[config.mk]
export PLATFORM = sky130hd
export DESIGN_NAME = m4vt_merge
export DESIGN_NICKNAME = d
export VERILOG_FILES = /design/src/rtl/m4vt_pkg.sv /design/src/rtl/m4vt_merge.sv
export SDC_FILE = /design/constraint.sdc
export NUM_CORES = 2
export LEC_CHECK = 0
export ABC_AREA = 1
export BUFFER_PORTS_ARGS = -buffer_cell sky130_fd_sc_hd__buf_2
export CAP_MARGIN = 20
export CORE_AREA = 4 4 451 453
export CTS_CLUSTER_SIZE = 14
export DETAILED_ROUTE_END_ITERATION = 16
export DIE_AREA = 0 0 455 457
export GPL_ROUTABILITY_DRIVEN = 0
export MAX_ROUTING_LAYER = met4
export SETUP_SLACK_MARGIN = 0.5
export SLEW_MARGIN = 20
export SYNTH_ARGS = -nofsm -noshare
export SYNTH_HDL_FRONTEND = slang
export SYNTH_SLANG_ARGS = --single-unit
[constraint.sdc]
create_clock -name clk -period 7.7 [get_ports clk]
set_input_delay 0.385 -clock clk [delete_from_list [all_inputs] [get_ports clk]]
set_output_delay 0.385 -clock clk [all_outputs]
set_load 0.03 [all_outputs]
[src/rtl/m4vt_pkg.sv]
package m4vt_pkg;

    // Vector length and matrix size
    localparam int DIM      = 4;
    localparam int ELEMS    = DIM * DIM;
    localparam int IDX_BITS = 4;

    // Request kinds
    typedef enum logic {
        ACT_LOAD  = 1'b0,
        ACT_XFORM = 1'b1
    } action_t;

    // transpose_mode codes
    typedef enum logic {
        MODE_DIRECT    = 1'b0,
        MODE_TRANSPOSE = 1'b1
    } mode_t;

endpackage

[src/rtl/m4vt_merge.sv]
// Merge: sums the lane products per output row, scales by the fraction
// width and saturates. Pair sums are registered, then final add + saturate
// lands in the output register.
module m4vt_merge
    import m4vt_pkg::*;
#(
    parameter int WORD_BITS = 32,
    parameter int FRAC_BITS = 16
)
(
    input  logic                              clk,
    input  logic                              en,
    input  logic signed [2*WORD_BITS-1:0]     prod    [DIM][DIM],
    output logic        [WORD_BITS-1:0]       out_vec [DIM]
);

    localparam int PW = 2 * WORD_BITS;
    localparam int SW = PW + 2;

    localparam logic signed [SW-1:0] MAX_V =
        {{(SW-WORD_BITS+1){1'b0}}, {(WORD_BITS-1){1'b1}}};
    localparam logic signed [SW-1:0] MIN_V =
        {{(SW-WORD_BITS+1){1'b1}}, {(WORD_BITS-1){1'b0}}};

    logic signed [PW:0]          pair_lo_reg [DIM];
    logic signed [PW:0]          pair_hi_reg [DIM];
    logic signed [SW-1:0]        sum     [DIM];
    logic signed [SW-1:0]        scaled  [DIM];
    logic        [WORD_BITS-1:0] out_next [DIM];
    logic        [WORD_BITS-1:0] out_reg  [DIM];

    // Pair sums: lanes 0+1 and 2+3 for each row
    always_ff @(posedge clk)
    begin
        if (en)
        begin
            for (int i = 0; i < DIM; i++)
            begin
                pair_lo_reg[i] <= (PW+1)'(prod[0][i]) + (PW+1)'(prod[1][i]);
                pair_hi_reg[i] <= (PW+1)'(prod[2][i]) + (PW+1)'(prod[3][i]);
            end
        end
    end

    // Final add, arithmetic shift, clamp
    always_comb
    begin
        for (int i = 0; i < DIM; i++)
        begin
            sum[i]    = SW'(pair_lo_reg[i]) + SW'(pair_hi_reg[i]);
            scaled[i] = sum[i] >>> FRAC_BITS;
            if (scaled[i] > MAX_V)
            begin
                out_next[i] = MAX_V[WORD_BITS-1:0];
            end
            else if (scaled[i] < MIN_V)
            begin
                out_next[i] = MIN_V[WORD_BITS-1:0];
            end
            else
            begin
                out_next[i] = scaled[i][WORD_BITS-1:0];
            end
        end
    end

    always_ff @(posedge clk)
    begin
        if (en)
        begin
            out_reg <= out_next;
        end
    end

    assign out_vec = out_reg;

endmodule

-- After elaboration in Yosys (flattened, before gate mapping)
Memories as Yosys holds them, arrays and structs flattened.
Cells that the tools add are included.
- add/subtract/negate cells: 12
- $mul: 0
- divide/modulo/power cells: 0
- $lt $le $gt $ge: 8
- eq/ne operators: 0
- shift operators: 0
- multiplexer cells: 6
- bitwise gates (word level): 0
- reduce and logical (&&, ||, !) cells: 0
- operators with widths (cell ; count):
    64-bit by 64-bit adder with 65-bit output ; 8
    65-bit by 65-bit adder with 66-bit output ; 4
    50-bit by 32-bit greater-than comparator with 1-bit output, second input constant ; 4
    50-bit by 32-bit less-than comparator with 1-bit output, second input constant ; 4
    32-bit 2-to-1 mux ; 4
    1-bit 2-to-1 mux ; 2
- flip-flop bits (word level): 128
- bits in latches: 0
- bits in writable memories: 520
- bits in read-only memories: 0
- input port bits: 1026
- output and inout bits: 128
- memories: 2
- memories (name ; depth ; bits a word ; rd ports ; clocked after Yosys merged registers in ; write ports ; RTL line ; text):
    pair_hi_reg ; 4 ; 65 ; 4 ; 0 ; 4 ; m4vt_merge.sv:26 ; logic signed [PW:0] pair_hi_reg [DIM];
    pair_lo_reg ; 4 ; 65 ; 4 ; 0 ; 4 ; m4vt_merge.sv:25 ; logic signed [PW:0] pair_lo_reg [DIM];

-- Longest topological paths before layout
- word-level depth: 3
- depth in mapped cells: 22

-- Least setup slack after synthesis
OpenSTA, ideal clock, no wires.
- kind: input port to flip-flop
- from: in prod[64] (netlist name)
- to: mem pair_hi_reg[2][42] (netlist name) (data pin)
- setup time: 0.252 ns
- data arrival time: 2.395 ns
- path slack: 5.053 ns
- cell stages on the path: 14
- buffers on the path: 0
- path through: ha_1 > inv_1 > fa_1 > nand3b_1 > nand2_1 > a21oi_1 > o21ai_1 > a21oi_1 > o21ai_1 > a21oi_1 > o21ai_1 > nand2_1 > nand3_1 > nand2_1
- RTL lines (item ; RTL line ; text):
    from (decl) ; m4vt_merge.sv:13 ; input logic signed [2*WORD_BITS-1:0] prod [DIM][DIM],
    to (decl) ; m4vt_merge.sv:26 ;

==> results.toml <==
[run_status]
status = "complete, no violations"

[timing]
tns_ns = 0
skew_ns = 0.03615
worst_pin_slew_ns = 0.9795
slew_headroom_pct = 34.70
setup_ws_ns = 3.884
min_period_ns = 3.816
slew_violations = 0
rsz0062_at_grt = "false"
fmax_mhz = 262.1
finalHoldViolations = 0
finalSetupViolCount = 0
fin_crit_sh_pct = 49.55

[detailed_routing]
drc_errors = 0
drt-wirelength-per-cell_microns = 21.79
postRouteWirelength_microns = 333900
first_pass_iters = 8
ant_nets = 0
drt_iter0_drc = 8089
detailroute.via_count = 81917
viasPerCell = 5.347

[finish]
drive_gt1_share_pct = 11.78
fin_cells = 15320
final_util_pct = 43.50
nets = 14332
syn_to_final_growth_pct = 15.75
fin_area_sq_mm = 0.08668

[floorplanning]
pin_count = 1154
die_area_sq_mm = 0.2079
design.core.area_sq_mm = 0.1992
start_util_pct = 37.58
rows = 164
dieWidth_microns = 455
fp.dieH_microns = 457

[worst_setup_path]
cp_slowest_stage_delay_ns = 0.66
critPathKind = "flip-flop to flip-flop"
r2r_cells = 18
r2r-end = "out_vec[72]"
start_kind = "flip-flop"
crit_fanout = 31
crit_required_ns = 8.08
path_buf_inv = 2
path_depth = 18
slowest_stage = "nand2_1"
crit_family = "simple AND/OR/NAND/NOR gates"
reg2reg_setup_slack_ns = 3.88
cp-endpoint = "out_vec[72]"
crit_path_frequent_cell = "nand2_1"
worstPathCellList = "ha_1 -> nand2_1 -> nor2_1 -> inv_1 -> nor3_1 -> nand2_1 -> clkinv_1 -> nand2_1 -> nand2_1 -> nand2_1 -> nand3_1 -> nand2_1 -> nor2_1 -> nand3_1 -> nor2_1 -> nand3_1 -> nand2_1 -> nand2_1"
rr_startpoint = "pair_lo_reg[1][19]"
crit_path_end_kind = "flip-flop"
critPathArrivalTime_ns = 4.19
cp-startpoint = "pair_lo_reg[1][19]"

[clock_network]
clkTransAtPathRegs_ns = 0.06
cts_resized = 0
post_cts_buffers = 0
clock_latency_ns = 0.70
cts_tree = "done"
clockBufferDepth = 3
cts_sinks = 648
htree_num_levels = 3
root_buffer = "clkbuf_16"
cts-buffers-inserted = 78
postCtsHoldBufs = 8

[global_routing]
grt_antenna_before_repair = 64
grt.total_usage_pct = 31.63
overflow = 0
grt_pass1_wl_microns = 481400
grt_pass1_vias = 78413
grt_max_degree = 137

[logic_synthesis]
yosysUniqueCellTypes = 53
yosysSeqAreaShare_pct = 25.98
postSynthAreaPerCell_sq_um = 6.625
syn-num-nets = 13106
async_reset_ff_share_pct = 0
ys_ff_latch = 648
synth_edf_count = 648
synthFlopType = "edfxtp_1"
syn_inst = 11304
yosysWarnings = 0
syn-cell-area_sq_mm = 0.07488

[placement]
portBuffers = 1153
dp_cells = 15098
placed_area_sq_mm = 0.08383
dpl.hpwl_microns = 290900
place_ws_ns = 3.850

[pwr]
vdd.ir_drop.worst_v = 0.0001453
leakage_nw = 42.48
pwr_density_cell_mw_per_mm2 = 236.8

[flow_run]
maxCapViolCount = 0

[hold_path]
hold_path.class = "input port to flip-flop"
-- cells in the final DEF, fill, tap and decap left out, types with 21 or more instances in the layout --
cell / synthesis / layout
nand3b_1: 21 / 21
a21oi_1: 1084 / 1084
nand2_2: 70 / 70
buf_2: 0 / 1152
nor3_1: 93 / 93
a221oi_1: 22 / 22
inv_1: 1784 / 1784
inv_2: 53 / 53
a31oi_1: 190 / 190
o21a_1: 77 / 77
o211ai_1: 36 / 36
nand4_1: 68 / 68
nor2_2: 43 / 43
nand3_1: 391 / 391
a21o_1: 77 / 77
ha_1: 768 / 768
clkbuf_16: 0 / 79
o21bai_1: 79 / 79
nor4_1: 53 / 53
a21boi_0: 24 / 24
nor2_1: 1297 / 1297
diode_2: 0 / 75
o21ai_1: 54 / 55
xor2_1: 347 / 347
xnor2_1: 225 / 225
edfxtp_1: 648 / 648
o21ai_0: 470 / 469
nand2_1: 3180 / 3180
-- where the power goes --
group          switching (mW)  leakage, nW  internal (mW)  total (mW)
logic                    7.91         34.9           3.38        11.3
registers               0.424         6.31           4.97        5.39
clock network            1.62         1.26           2.23        3.85
-- cell type report --
class                      instances  area [sq um]
multi-input combinational       8789         48240
clock inverter                    47         558.0
sequential                       648         19460
inverter                        1843          6918
antenna                           75         187.7
fill                           21674        112600
timing repair buffer            1170          5966
tap                             2656          3323
clock buffer                      92          2026
-- per-stage QoR --
| stage | hold WS (ns) | power [mW] |
|---|---|---|
| floorplan | 0.4975 | 12.53 |
| global placement | 0.6962 | 16.41 |
| detailed placement | 0.6988 | 16.40 |
| CTS | 0.007688 | 20.34 |
| global route | 0.04403 | 21.76 |
| finish | 0.06938 | 20.52 |
-- worst min-delay path by stage --
stage / start / to / slack, ns / depth (start not counted)
2_1_floorplan: en / out_vec[0] / 0.50 / 0
3_3_place_gp: prod[384] / pair_hi_reg[1][0] / 0.70 / 2
3_5_place_dp: prod[384] / pair_hi_reg[1][0] / 0.70 / 2
4_1_cts: prod[256] / pair_hi_reg[3][0] / 0.008 / 2
5_1_grt: prod[256] / pair_hi_reg[3][0] / 0.04 / 2
6_report: prod[960] / pair_lo_reg[0][0] / 0.07 / 2
-- cells in the mapped netlist, types with 70 or more instances --
cell type / count / area share, %
nor3_1: 93 / 0.62
ha_1: 768 / 13
o21ai_0: 470 / 3.1
inv_1: 1784 / 8.9
nand2_1: 3180 / 16
o21bai_1: 79 / 0.79
nand2_2: 70 / 0.58
a31oi_1: 190 / 1.6
a21o_1: 77 / 0.77
nor2_1: 1297 / 6.5
xor2_1: 347 / 4.1
xnor2_1: 225 / 2.6
a21oi_1: 1084 / 7.2
edfxtp_1: 648 / 26
o21a_1: 77 / 0.77
nand3_1: 391 / 2.6
-- worst reg2reg max path: cells and delay by family (launching register included) --
kind	cells	cell delay (ns)
buffers and inverters	2	0.16
and+or+nand+nor	15	2.42
DFF	1	0.41
adders and majority gates	1	0.51
-- logic make-up (layout without fill, tap and decap cells) --
kind of cell	Yosys count	count (layout)	share of synthesized area (%)
adder cells (fa/ha/maj)	776	776	13.05
XOR/XNOR	572	572	6.690
buffers and inverters	1867	3152	9.592
AND/OR/NAND/NOR	5277	5277	28.57
flip-flops	648	648	25.98
AO/OA/AOI/OAI	2164	2164	16.11
other	0	75	0
-- per-layer routing --
| metal | vias to the layer above | track usage [%] | share of wire (%) |
|---|---|---|---|
| met1 | 37452 | 38.26 | 40 |
| met3 | 853 | 4.975 | 8.4 |
| met4 | 0 | 20.29 | 7.8 |
| met2 | 3831 | 48.94 | 44 |
| li1 | 39781 | - | - |
| met5 | - | - | 0 |
No activity file was read; power rests on OpenSTA's default activity.
